[config.mk]
export PLATFORM = sky130hd
export DESIGN_NAME = one_wire_bus_master
export DESIGN_NICKNAME = d
export VERILOG_FILES = /design/src/sv/owm_pkg.sv /design/src/sv/owm_cfg.sv /design/src/sv/owm_core.sv /design/src/sv/one_wire_bus_master.sv
export VERILOG_INCLUDE_DIRS = /design/src /design/src/sv
export SDC_FILE = /design/constraint.sdc
export NUM_CORES = 1
export LEC_CHECK = 0
export ABC_CLOCK_PERIOD_IN_PS = 7400
export BUFFER_PORTS_ARGS = -buffer_cell sky130_fd_sc_hd__buf_2
export CAP_MARGIN = 20
export CORE_MARGIN = 2
export CORE_UTILIZATION = 55
export DETAILED_ROUTE_END_ITERATION = 16
export HOLD_SLACK_MARGIN = 0.03
export PLACE_DENSITY = 0.74
export SLEW_MARGIN = 5
export SYNTH_ARGS = -nofsm -noshare
export SYNTH_HDL_FRONTEND = slang
export SYNTH_SLANG_ARGS = --single-unit
[constraint.sdc]
create_clock -name aclk -period 7.4 [get_ports aclk]
set_clock_uncertainty 0.15 [all_clocks]
set_input_delay 1.11 -clock aclk [delete_from_list [all_inputs] [get_ports aclk]]
set_output_delay 1.11 -clock aclk [all_outputs]
set_load 0.02 [all_outputs]
[src/sv/assert_macros.svh]
// Assertion helpers for the RTL
`ifndef ASSERT_MACROS_SVH
`define ASSERT_MACROS_SVH

// Same-cycle implication, switched off while reset is held
`define ASSERT_IMPLY(lbl, clk, rstn, ante, cons) \
    lbl: assert property (@(posedge clk) disable iff (!rstn) (ante) |-> (cons)) \
        else $error("same-cycle implication failed");

// Next-cycle implication, switched off while reset is held
`define ASSERT_NEXT(lbl, clk, rstn, ante, cons) \
    lbl: assert property (@(posedge clk) disable iff (!rstn) (ante) |=> (cons)) \
        else $error("next-cycle implication failed");

`endif

[src/sv/owm_pkg.sv]
`default_nettype none

package owm_pkg;

    // timer width default
    localparam int TIMER_BITS_DEF = 10;

    // configuration register width and count
    localparam int CFG_W   = 10;
    localparam int CFG_NUM = 8;
    localparam int CFG_IW  = $clog2(CFG_NUM);

    // configuration register indexes
    localparam logic [CFG_IW-1:0] CFG_RESET_LOW  = 3'd0;
    localparam logic [CFG_IW-1:0] CFG_PRES_WAIT  = 3'd1;
    localparam logic [CFG_IW-1:0] CFG_RESET_TAIL = 3'd2;
    localparam logic [CFG_IW-1:0] CFG_W1_LOW     = 3'd3;
    localparam logic [CFG_IW-1:0] CFG_W0_LOW     = 3'd4;
    localparam logic [CFG_IW-1:0] CFG_RD_LOW     = 3'd5;
    localparam logic [CFG_IW-1:0] CFG_RD_SAMPLE  = 3'd6;
    localparam logic [CFG_IW-1:0] CFG_SLOT_LEN   = 3'd7;

    // configuration reset values
    localparam logic [CFG_W-1:0] RST_RESET_LOW  = 10'd480;
    localparam logic [CFG_W-1:0] RST_PRES_WAIT  = 10'd70;
    localparam logic [CFG_W-1:0] RST_RESET_TAIL = 10'd410;
    localparam logic [CFG_W-1:0] RST_W1_LOW     = 10'd6;
    localparam logic [CFG_W-1:0] RST_W0_LOW     = 10'd60;
    localparam logic [CFG_W-1:0] RST_RD_LOW     = 10'd6;
    localparam logic [CFG_W-1:0] RST_RD_SAMPLE  = 10'd9;
    localparam logic [CFG_W-1:0] RST_SLOT_LEN   = 10'd70;

    // command codes
    localparam logic [1:0] CMD_TICK  = 2'd0;
    localparam logic [1:0] CMD_RESET = 2'd1;
    localparam logic [1:0] CMD_WRITE = 2'd2;
    localparam logic [1:0] CMD_READ  = 2'd3;

    // timing registers as seen by the bus engine
    typedef struct packed {
        logic [CFG_W-1:0] reset_low_time;
        logic [CFG_W-1:0] presence_wait_time;
        logic [CFG_W-1:0] reset_tail_time;
        logic [CFG_W-1:0] write_one_low_time;
        logic [CFG_W-1:0] write_zero_low_time;
        logic [CFG_W-1:0] read_low_time;
        logic [CFG_W-1:0] read_sample_delay;
        logic [CFG_W-1:0] slot_length;
    } cfg_t;

    // one result per tick
    typedef struct packed {
        logic       cmd_rejected;
        logic [7:0] rx_byte;
        logic       device_present;
        logic       done_res;
        logic       busy_res;
        logic       drive_low;
    } res_t;

endpackage

`default_nettype wire

[src/sv/owm_cfg.sv]
`default_nettype none

module owm_cfg (
    input  wire logic                      aclk,
    input  wire logic                      aresetn,
    input  wire logic                      cfg_wr_en,
    input  wire logic [owm_pkg::CFG_IW-1:0] cfg_index,
    input  wire logic [owm_pkg::CFG_W-1:0]  cfg_data,
    output owm_pkg::cfg_t                  cfg
);
    import owm_pkg::*;

    cfg_t cfg_reg;

    // register file, written one register a transfer
    always_ff @(posedge aclk) begin
        if (!aresetn) begin
            cfg_reg.reset_low_time      <= RST_RESET_LOW;
            cfg_reg.presence_wait_time  <= RST_PRES_WAIT;
            cfg_reg.reset_tail_time     <= RST_RESET_TAIL;
            cfg_reg.write_one_low_time  <= RST_W1_LOW;
            cfg_reg.write_zero_low_time <= RST_W0_LOW;
            cfg_reg.read_low_time       <= RST_RD_LOW;
            cfg_reg.read_sample_delay   <= RST_RD_SAMPLE;
            cfg_reg.slot_length         <= RST_SLOT_LEN;
        end else if (cfg_wr_en) begin
            case (cfg_index)
                CFG_RESET_LOW:  cfg_reg.reset_low_time      <= cfg_data;
                CFG_PRES_WAIT:  cfg_reg.presence_wait_time  <= cfg_data;
                CFG_RESET_TAIL: cfg_reg.reset_tail_time     <= cfg_data;
                CFG_W1_LOW:     cfg_reg.write_one_low_time  <= cfg_data;
                CFG_W0_LOW:     cfg_reg.write_zero_low_time <= cfg_data;
                CFG_RD_LOW:     cfg_reg.read_low_time       <= cfg_data;
                CFG_RD_SAMPLE:  cfg_reg.read_sample_delay   <= cfg_data;
                CFG_SLOT_LEN:   cfg_reg.slot_length         <= cfg_data;
                default: ;
            endcase
        end
    end

    assign cfg = cfg_reg;

endmodule

`default_nettype wire

[src/sv/owm_core.sv]
`default_nettype none

module owm_core #(
    parameter int TIMER_BITS = owm_pkg::TIMER_BITS_DEF
) (
    input  wire logic          aclk,
    input  wire logic          aresetn,
    input  wire logic          step,
    input  wire logic [1:0]    cmd,
    input  wire logic [7:0]    tx_byte,
    input  wire logic          line_level,
    input  wire owm_pkg::cfg_t cfg,
    output owm_pkg::res_t      res,
    output logic               idle
);
    import owm_pkg::*;

    // length arithmetic wide enough for both timer and register values
    localparam int LW = ((TIMER_BITS > CFG_W) ? TIMER_BITS : CFG_W) + 1;
    localparam logic [LW-1:0] LEN_MAX    = LW'(1) << TIMER_BITS;
    localparam logic [LW-1:0] SAMPLE_MAX = LEN_MAX - LW'(1);

    // phase codes
    localparam logic [2:0] PH_IDLE     = 3'd0;
    localparam logic [2:0] PH_RST_LOW  = 3'd1;
    localparam logic [2:0] PH_RST_WAIT = 3'd2;
    localparam logic [2:0] PH_RST_TAIL = 3'd3;
    localparam logic [2:0] PH_SLOT_LOW = 3'd4;
    localparam logic [2:0] PH_SLOT_REL = 3'd5;

    logic [2:0]            phase_reg,    phase_next;
    logic [1:0]            op_reg,       op_next;
    logic [TIMER_BITS-1:0] timer_reg,    timer_next;
    logic [2:0]            bit_reg,      bit_next;
    logic [7:0]            shift_reg,    shift_next;
    logic                  presence_reg, presence_next;
    logic [7:0]            last_rd_reg,  last_rd_next;

    logic          drive, busy, done, rej, last;
    logic [LW-1:0] low_len, len, sample, minimum, rest, slot_len, timer_inc;

    // zero counts as one tick, long lengths saturate at the timer range
    function automatic logic [LW-1:0] eff_len(input logic [LW-1:0] l);
        logic [LW-1:0] r;
        r = l;
        if (r == '0) r = LW'(1);
        if (r > LEN_MAX) r = LEN_MAX;
        return r;
    endfunction

    // per-tick state update
    always_comb begin
        phase_next    = phase_reg;
        op_next       = op_reg;
        timer_next    = timer_reg;
        bit_next      = bit_reg;
        shift_next    = shift_reg;
        presence_next = presence_reg;
        last_rd_next  = last_rd_reg;
        drive   = 1'b0;
        done    = 1'b0;
        rej     = 1'b0;
        len     = LW'(1);
        last    = 1'b0;
        sample  = '0;
        minimum = LW'(1);
        rest    = '0;

        // command start; the start tick is already the first tick of the operation
        if (phase_reg == PH_IDLE) begin
            if (cmd != CMD_TICK) begin
                op_next    = cmd;
                timer_next = '0;
                bit_next   = '0;
                shift_next = (cmd == CMD_WRITE) ? tx_byte : 8'h00;
                phase_next = (cmd == CMD_RESET) ? PH_RST_LOW : PH_SLOT_LOW;
            end
        end else if (cmd != CMD_TICK) begin
            rej = 1'b1;
        end
        busy = (phase_next != PH_IDLE);

        // slot low time follows the bit being sent on a write; a read uses the read low time
        if (op_next == CMD_WRITE) begin
            low_len = eff_len(LW'(shift_next[0] ? cfg.write_one_low_time
                                                : cfg.write_zero_low_time));
        end else begin
            low_len = eff_len(LW'(cfg.read_low_time));
        end

        // release part of the slot
        if (LW'(cfg.read_sample_delay) > SAMPLE_MAX) begin
            sample = SAMPLE_MAX;
        end else begin
            sample = LW'(cfg.read_sample_delay);
        end
        if (op_next == CMD_READ) begin
            minimum = sample + LW'(1);
        end
        slot_len = LW'(cfg.slot_length);
        if (slot_len > low_len) begin
            rest = slot_len - low_len;
        end
        if (rest < minimum) begin
            rest = minimum;
        end

        // phase length
        case (phase_next)
            PH_RST_LOW:  len = eff_len(LW'(cfg.reset_low_time));
            PH_RST_WAIT: len = eff_len(LW'(cfg.presence_wait_time));
            PH_RST_TAIL: len = eff_len(LW'(cfg.reset_tail_time));
            PH_SLOT_LOW: len = low_len;
            PH_SLOT_REL: len = eff_len(rest);
            default:     len = LW'(1);
        endcase
        timer_inc = LW'(timer_next) + LW'(1);
        last      = (timer_inc >= len);

        // phase actions
        case (phase_next)
            PH_IDLE: ;
            PH_RST_LOW: begin
                drive = 1'b1;
                if (last) phase_next = PH_RST_WAIT;
            end
            PH_RST_WAIT: begin
                if (last) phase_next = PH_RST_TAIL;
            end
            PH_RST_TAIL: begin
                if (timer_next == '0) presence_next = ~line_level;
                if (last) begin
                    done       = 1'b1;
                    phase_next = PH_IDLE;
                end
            end
            PH_SLOT_LOW: begin
                drive = 1'b1;
                if (last) phase_next = PH_SLOT_REL;
            end
            PH_SLOT_REL: begin
                if (op_next == CMD_READ && LW'(timer_next) == sample) begin
                    shift_next = {line_level, shift_next[7:1]};
                end
                if (last) begin
                    if (bit_next == 3'd7) begin
                        done = 1'b1;
                        if (op_next == CMD_READ) last_rd_next = shift_next;
                        phase_next = PH_IDLE;
                        bit_next   = '0;
                    end else begin
                        bit_next = bit_next + 3'd1;
                        if (op_next == CMD_WRITE) shift_next = {1'b0, shift_next[7:1]};
                        phase_next = PH_SLOT_LOW;
                    end
                end
            end
            default: phase_next = PH_IDLE;
        endcase

        // timer runs in every timed phase
        if (phase_reg != PH_IDLE || cmd != CMD_TICK) begin
            timer_next = last ? '0 : TIMER_BITS'(timer_inc);
        end

        res.drive_low      = drive;
        res.busy_res       = busy;
        res.done_res       = done;
        res.device_present = presence_next;
        res.rx_byte        = last_rd_next;
        res.cmd_rejected   = rej;
    end

    assign idle = (phase_reg == PH_IDLE);

    // state registers, one update per accepted tick
    always_ff @(posedge aclk) begin
        if (!aresetn) begin
            phase_reg    <= PH_IDLE;
            op_reg       <= '0;
            timer_reg    <= '0;
            bit_reg      <= '0;
            shift_reg    <= '0;
            presence_reg <= 1'b0;
            last_rd_reg  <= '0;
        end else if (step) begin
            phase_reg    <= phase_next;
            op_reg       <= op_next;
            timer_reg    <= timer_next;
            bit_reg      <= bit_next;
            shift_reg    <= shift_next;
            presence_reg <= presence_next;
            last_rd_reg  <= last_rd_next;
        end
    end

endmodule

`default_nettype wire

[src/sv/one_wire_bus_master.sv]
// 1-Wire bus master driven by a stream of microsecond ticks. Every transfer in carries the
// sampled line level and, while the master is idle, an optional command (bus reset, write
// byte, read byte); every tick gives exactly one result transfer with the line drive, busy,
// done, presence and last received byte. One tick is accepted per clock cycle, sustained while
// the result output is not held by m_tready, and its result passes the input register, then the
// core state update into the output register; the throughput is set by the one update of the
// bus state per tick. Timing lengths come from eight 10-bit registers written through the
// cfg port, which may only be written while no tick is in flight.
`default_nettype none

module one_wire_bus_master #(
    parameter int TIMER_BITS = owm_pkg::TIMER_BITS_DEF
) (
    input  wire logic                       aclk,
    input  wire logic                       aresetn,
    // configuration writes
    input  wire logic                       cfg_wr_en,
    input  wire logic [owm_pkg::CFG_IW-1:0] cfg_index,
    input  wire logic [owm_pkg::CFG_W-1:0]  cfg_data,
    // tick input
    input  wire logic                       s_tvalid,
    output logic                            s_tready,
    input  wire logic [15:0]                s_tdata,  // tx_byte[7:0], line_level[8], zero
    input  wire logic [1:0]                 s_tuser,  // cmd[1:0]
    // result output
    output logic                            m_tvalid,
    input  wire logic                       m_tready,
    // drive_low[0], busy_res[1], done_res[2], device_present[3], rx_byte[11:4],
    // cmd_rejected[12], zero
    output logic [15:0]                     m_tdata
);
    import owm_pkg::*;

    `include "assert_macros.svh"

    logic       in_vld_reg;
    logic [1:0] in_cmd_reg;
    logic [7:0] in_tx_reg;
    logic       in_lvl_reg;
    logic       out_vld_reg;
    res_t       out_res_reg;

    cfg_t cfg;
    res_t core_res;
    logic core_idle;
    logic adv;
    logic step;

    // output stage may move when it is empty or being taken
    assign adv      = !out_vld_reg || m_tready;
    assign step     = adv && in_vld_reg;
    assign s_tready = !in_vld_reg || adv;

    owm_cfg u_cfg (
        .aclk      (aclk),
        .aresetn   (aresetn),
        .cfg_wr_en (cfg_wr_en),
        .cfg_index (cfg_index),
        .cfg_data  (cfg_data),
        .cfg       (cfg)
    );

    owm_core #(
        .TIMER_BITS (TIMER_BITS)
    ) u_core (
        .aclk       (aclk),
        .aresetn    (aresetn),
        .step       (step),
        .cmd        (in_cmd_reg),
        .tx_byte    (in_tx_reg),
        .line_level (in_lvl_reg),
        .cfg        (cfg),
        .res        (core_res),
        .idle       (core_idle)
    );

    // input register
    always_ff @(posedge aclk) begin
        if (!aresetn) begin
            in_vld_reg <= 1'b0;
        end else if (s_tready) begin
            in_vld_reg <= s_tvalid;
        end
    end

    always_ff @(posedge aclk) begin
        if (s_tvalid && s_tready) begin
            in_cmd_reg <= s_tuser;
            in_tx_reg  <= s_tdata[7:0];
            in_lvl_reg <= s_tdata[8];
        end
    end

    // result register
    always_ff @(posedge aclk) begin
        if (!aresetn) begin
            out_vld_reg <= 1'b0;
        end else if (adv) begin
            out_vld_reg <= in_vld_reg;
        end
    end

    always_ff @(posedge aclk) begin
        if (step) begin
            out_res_reg <= core_res;
        end
    end

    assign m_tvalid = out_vld_reg;
    assign m_tdata  = {3'b000, out_res_reg};

    // the line is only pulled low inside an operation
    `ASSERT_IMPLY(a_drive_busy, aclk, aresetn, out_vld_reg && out_res_reg.drive_low, out_res_reg.busy_res)
    // a bus reset started from idle pulls the line low on its first tick
    `ASSERT_NEXT(a_reset_starts, aclk, aresetn, step && core_idle && (in_cmd_reg == CMD_RESET), out_vld_reg && out_res_reg.drive_low && out_res_reg.busy_res && !out_res_reg.cmd_rejected)
    // a plain tick is never flagged as rejected
    `ASSERT_NEXT(a_tick_not_rej, aclk, aresetn, step && (in_cmd_reg == CMD_TICK), !out_res_reg.cmd_rejected)

endmodule

`default_nettype wire
# After elaboration in Yosys (flattened, before gate mapping)
# Cells that the tools add are included.
[classes] n_mux=65 reduce_logical=30 eq_ne=18 n_addsub=4 order_cmp=9 bitwise=1
[ops] cell="11-bit 2-to-1 mux" n=18
[ops] cell="8-bit 2-to-1 mux" n=12
[ops] cell="10-bit 2-to-1 mux" n=9
[ops] cell="11-bit greater-than comparator, second input constant" n=6
[ops] cell="11-bit one-hot mux with 5 select lines" n=1
[ops] cell="10-bit logical NOT" n=5
[ops] cell="3-bit 2-to-1 mux" n=14
[ops] cell="10-bit by 1-bit adder with 11-bit output, second input constant" n=2
[ops] cell="11-bit logical NOT" n=2
[ops] cell="3-bit equality test, second input constant" n=7
[ops] cell="3-bit one-hot mux with 6 select lines" n=1
[ops] cell="2-bit AND reduction" n=8
[ops] cell="3-bit by 2-bit equality test with 1-bit output, second input constant" n=4
[ops] cell="11-bit >= comparator" n=1
[ops] cell="10-bit by 11-bit greater-than comparator with 1-bit output" n=1
[ops] cell="11-bit < comparator" n=1
[ops] cell="10-bit by 11-bit subtractor with 11-bit output" n=1
[ops] cell="10-bit equality test" n=1
[ops] cell="3-bit logical NOT" n=3
[ops] cell="1-bit 2-to-1 mux" n=7
[ops] cell="2-bit equality test, second input constant" n=3
[ops] cell="3-bit by 1-bit equality test with 1-bit output, second input constant" n=2
[ops] cell="3-bit nonzero test" n=2
[ops] cell="2-bit 2-to-1 mux" n=2
[ops] cell="9 further kinds" n=14
[totals] register_bits=141 inputBits=36 out_inout_bits=18 word_cells=153

# Depth between registers and ports, before layout
[depth] depth_word=24 depth_mapped=37 depth_no_buf=33

# Hierarchy
# From an unflattened synthesis, not the netlist that was laid out.
[hier_totals] hier_cells=1029 area_unflattened_um2=8859.7
[modules_own_cells] module="owm_core" seq_area_each_um2=700.7 n_inst=1 cells_per_inst=701 area_each_um2=4936.0
[modules_own_cells] module="owm_cfg" seq_area_each_um2=1601.5 n_inst=1 cells_per_inst=291 area_each_um2=3072.9
[modules_own_cells] module="one_wire_bus_master" seq_area_each_um2=760.7 n_inst=1 cells_per_inst=37 area_each_um2=850.8

# Worst setup path after synthesis
# Ideal clock, no wire load.
[synth_path] path_type="register -> register" start="register u_core.phase_reg[1]" end="register out_res_reg, in the netlist m_tdata[10] (data pin)" arrival_time_ps=7132 setup_slack_ps=-142 stages_incl_launch_ff=32 n_path_buf=2 t_required_ps=6990 setup_ps=260 synth_period_minus_slack_ps=7542 cell_sequence="dfxtp_1 > buf_2 > nor3_4 > nand2_1 > nor2_1 > a22o_1 > buf_2 > mux2i_1 > a21oi_1 > inv_1 > ha_1 > a21oi_1 > nand3_1 > o2111ai_1 > or3b_2 > and2_1 > ha_1 > a21o_1 > a21oi_1 > o21ai_0 > a41oi_2 > nor2b_1 > a21o_1 > o31a_1 > ha_1 > nand4_1 > o21ai_0 > o21a_1 > o211ai_1 > and2_1 > nor3_1 > mux2_2"
[synth_lines] item="from (decl)" line_no="owm_core.sv:31" text="logic [2:0] phase_reg, phase_next;"
[synth_lines] item="from (signal assigned)" line_no="owm_core.sv:187" text="phase_reg <= phase_next;"
[synth_lines] item="to (signal assigned)" line_no="one_wire_bus_master.sv:105" text="out_res_reg <= core_res;"
[synth_lines] item="to (decl)" line_no="one_wire_bus_master.sv:41" text="res_t out_res_reg;"

# Worst setup path in the final report
[layout_path] start="register u_core.phase_reg[2]" end="register u_core.shift_reg[0]"
[layout_via] elab_chain_cells=22 word_cells_on_any_way=43 cone_classes="2 x add/sub; 5 x order compare; 9 x eq/ne; 23 x mux; 4 x reduce/logical"
[layout_lines] item="3-bit logical NOT"
[layout_lines] item="8-bit 2-to-1 mux" line_no="owm_core.sv:70" text="if (phase_reg == PH_IDLE) begin"
[layout_lines] item="10-bit 2-to-1 mux" line_no="owm_core.sv:85" text="low_len = eff_len(LW'(shift_next[0] ? cfg.write_one_low_time"
[layout_lines] item="11-bit logical NOT" line_no="owm_core.sv:46" text="if (r == '0) r = LW'(1);"
[layout_lines] item="11-bit 2-to-1 mux" line_no="owm_core.sv:46"
[layout_lines] item="11-bit 2-to-1 mux" line_no="owm_core.sv:84" text="if (op_next == CMD_WRITE) begin"
[layout_lines] item="11-bit greater-than comparator" line_no="owm_core.sv:47" text="if (r > LEN_MAX) r = LEN_MAX;"
[layout_lines] item="11-bit 2-to-1 mux" line_no="owm_core.sv:47"
[layout_lines] item="[6 not listed]"
[layout_lines] item="11-bit 2-to-1 mux" line_no="owm_core.sv:46"
[layout_lines] item="11-bit 2-to-1 mux" line_no="owm_core.sv:109" text="case (phase_next)"
[layout_lines] item="11-bit greater-than comparator" line_no="owm_core.sv:47"
[layout_lines] item="11-bit 2-to-1 mux" line_no="owm_core.sv:47"
[layout_lines] item="11-bit one-hot mux with 5 select lines" line_no="owm_core.sv:109"
[layout_lines] item="11-bit >= comparator" line_no="owm_core.sv:118" text="last = (timer_inc >= len);"
[layout_lines] item="8-bit 2-to-1 mux" line_no="owm_core.sv:145" text="if (last) begin"
[layout_lines] item="8-bit 2-to-1 mux *" line_no="owm_core.sv:121" text="case (phase_next)"
[layout_lines] item="to (signal assigned)" line_no="owm_core.sv:191" text="shift_reg <= shift_next;"
[layout_lines] item="to (decl)" line_no="owm_core.sv:35" text="logic [7:0] shift_reg, shift_next;"
# Mark *: on every way between the ends. The rest lies on a longest branch, timed or not. The select of a mux whose other input is x is not followed.
# A chain may end at the register's enable or synchronous reset.

==> results.md <==
- Clk_lat worst skew: approximately 420 ps
- Hold Path Class: reg2reg
- CP Max Fanout: 13
- Total GRT Usage: 0.276
- Max incr delay on CP: 480 ps
- Highest routed metal layer: met4
- Share of layout cells above drive strength 1: 0.165
- Seq/Total Area, Yosys: 0.359
- Drt drc: 0
- Area of the core: between 15,000 and 20,000 sq um
- Chip Height: about 130 um
- Synth Register Bits: 141
- Vias in the first global route: 7,292
- Status: finished clean
- Pwr/cell area: 237 nW/um^2
- Worst slew pin tran: 1120 ps
- Sink Count: roughly 140
- Slew Viols, Final: 0
- Antenna Violating Nets Remaining: 0
- # rows: 45
- Endpoints failing setup: 0
- Share of the synthesized area in the top cell type: 0.274
- Initial antenna violation count: 0
- Synth Area per Inst: 8.05 sq um
- Crit. End Element: flip-flop
- Cell taking the most area after synthesis: dfxtp_1
- Gpl congestion: about 0.95
- # port buffers: 43
- Die ar.: 16,500 sq um
- Area Growth Syn to Fin: 16.5%
- WL final: 23,400 um
- CP max-delay cell: or3b_2
- Relative slew slack: 0.245
- Metal3 WL: 1670 um
- First-pass GRT wire length: 36,400 um
- DR vias: between 7,000 and 8,000
- Final instance area: 9940 sq um
- Final period utilization: 0.982
- FMAX: 0.138 GHz
- CP most frequent cell: buf_4
- CTS Root Cell: clkbuf_16
- Met2 WL: 10,800 um
- YS warnings: 0
- CP startpoint kind: flip-flop
- Setup TNS: 0 ps
- Hold slack: 291 ps
- Leak: about 3.8 nW
- MaxCap Viol Count: 0
- Top_reg_cell synth: dfxtp_1
- Max Root-Sink Buffers: 2
- EDFF count, synth: 24
- Diode count: 0
- 1st-iter DRT viols: 790
- Max VDD drop: ~0.00017 V
- Vias per Instance: 6.10
- Count leader, synth: nand2_1
- WL per Instance: between 15 and 20 um
- Post-synth ARST share: 0
- TritonCTS clock tree: done
- Total power: around 0.0024 W
- Unique masters post-synth: 67
- Final WS setup: between 100 and 150 ps
- Most common library cells after synthesis: nand2_1 (235), dfxtp_1 (117), a21boi_0 (68)
- Initial Util: 0.561
- Hold Vio Cnt, Final: 0
- Post-detail-place hpwl: about 16,000 um
- TritonCTS buffer count: 17
- DR pass1 iterations: 5
- Max FFs per register: 80
- H-Tree Depth: 4
- Clock transition at the registers of the reported paths: 60 ps
- Cts-stage hold buffer count: 0
- Setup CP Type: reg2reg
- Arr. time, crit path: 7410 ps
- Cell Area, Placed: 8940 sq um
- Setup Slack @ Placement: -296 ps
- Filler Cell Count: 1,279
- Wl on met1: 10,400 um
- Post-Syn Area: 8540 sq um
- # IOs: 54
- Die X: around 130 um
- Tmin final: 7270 ps
- Largest net degree at the start of global routing: 113
- Aggregate global routing overflow: 0
- Syn Inst Count: 1,060
- Fin nets: 1,178
- Synth top area cells: dfxtp_1 (27%), nand2_1 (10%), edfxtp_1 (8.4%)
- CP required: 7540 ps
[where the power goes]
group | leakage (nW) | total (W) | switching, W | internal [W]
clock | 0.290 | 0.000868 | 0.000337 | 0.000531
combinational | 2.35 | 0.000662 | 0.000371 | 0.000291
sequential | 1.17 | 0.000823 | 0.0000195 | 0.000803
[routing by layer]
metal  track usage  vias up
met4         0.101        0
met1         0.385     3789
li1              -     3848
met5             0        -
met2         0.435      286
met3        0.0466       41
[cells by family (layout without fill, tap and decap cells)]
logic type | count (synthesis) | count (layout) | share of synthesized area
XOR/XNOR | 28 | 28 | 0.0287
AO/OA/AOI/OAI | 236 | 236 | 0.199
multiplexers | 45 | 45 | 0.0556
buffers and inverters | 91 | 147 | 0.0456
other | 1 | 3 | 0.000439
AND/OR/NAND/NOR | 481 | 481 | 0.257
adder cells (fa/ha/maj) | 37 | 37 | 0.0551
flip-flops | 141 | 141 | 0.359
[layout make-up]
cell class | instances | area (sq um) | area share
multi-input cells | 830 | 5350 | 0.537
flip-flops and latches | 141 | 3060 | 0.308
repair buffers | 89 | 607 | 0.0610
clock buffers | 18 | 429 | 0.0432
well taps | 188 | 235 | 0.0237
clock inverters | 14 | 168 | 0.0169
inverters | 26 | 97.6 | 0.00981
[stage by stage]
step / utilization / cells
6_report: 0.654 / 1306
2_1_floorplan: - / 1062
3_3_place_gp: 0.588 / 1255
3_5_place_dp: 0.588 / 1255
4_1_cts: 0.631 / 1289
5_1_grt: 0.654 / 1306
[what timing repair did]
action / in CTS / in global routing
setup endpoints to repair: 27 / 41
pin swaps: 4 / 19
gates resized for setup: 10 / 44
gates cloned: 0 / 0
setup buffers: 2 / 16
[final timing paths]
check	startpoint	end	slack, ps	cells past startpoint
setup / recovery	u_core.phase_reg[2]$_SDFFE_PN0P_	u_core.shift_reg[0]$_SDFFE_PN0P_	130	33
hold / removal	u_core.shift_reg[2]$_SDFFE_PN0P_	u_core.shift_reg[2]$_SDFFE_PN0P_	290	2
setup reg to reg	u_core.phase_reg[2]$_SDFFE_PN0P_	u_core.shift_reg[0]$_SDFFE_PN0P_	130	33
hold reg to reg	u_core.shift_reg[2]$_SDFFE_PN0P_	u_core.shift_reg[2]$_SDFFE_PN0P_	290	2
[cells in the final DEF, fill, tap and decap left out, types with 8 or more instances in the layout]
cell and instances:
xnor2_1 13, xor2_1 15, mux2i_1 28, a21oi_2 10, o221ai_1 8, nand2b_1 8
mux2_2 11, nor3_1 25, edfxtp_1 24, inv_1 24, o21a_1 9, nor2b_1 23
clkbuf_16 17, a22oi_1 12, a21o_1 12, ha_1 30, buf_4 40, a21oi_1 25
buf_2 44, nor2_1 65, nand3_1 63, nor4_1 9, and3_1 8, and2_1 9
nand2_1 234, dfxtp_1 117, a21boi_0 67, o21ai_0 26, nand4_1 9
[critical path: cells and delay by family, from the launching register on]
kind,cells,cell delay (ps)
multiplexers,1,220
flip-flops,1,340
adder cells (fa/ha/maj),3,940
AND/OR/NAND/NOR,11,2250
AO/OA/AOI/OAI,12,2270
buffers and inverters,6,950
Power figures use the tool's default switching activity.
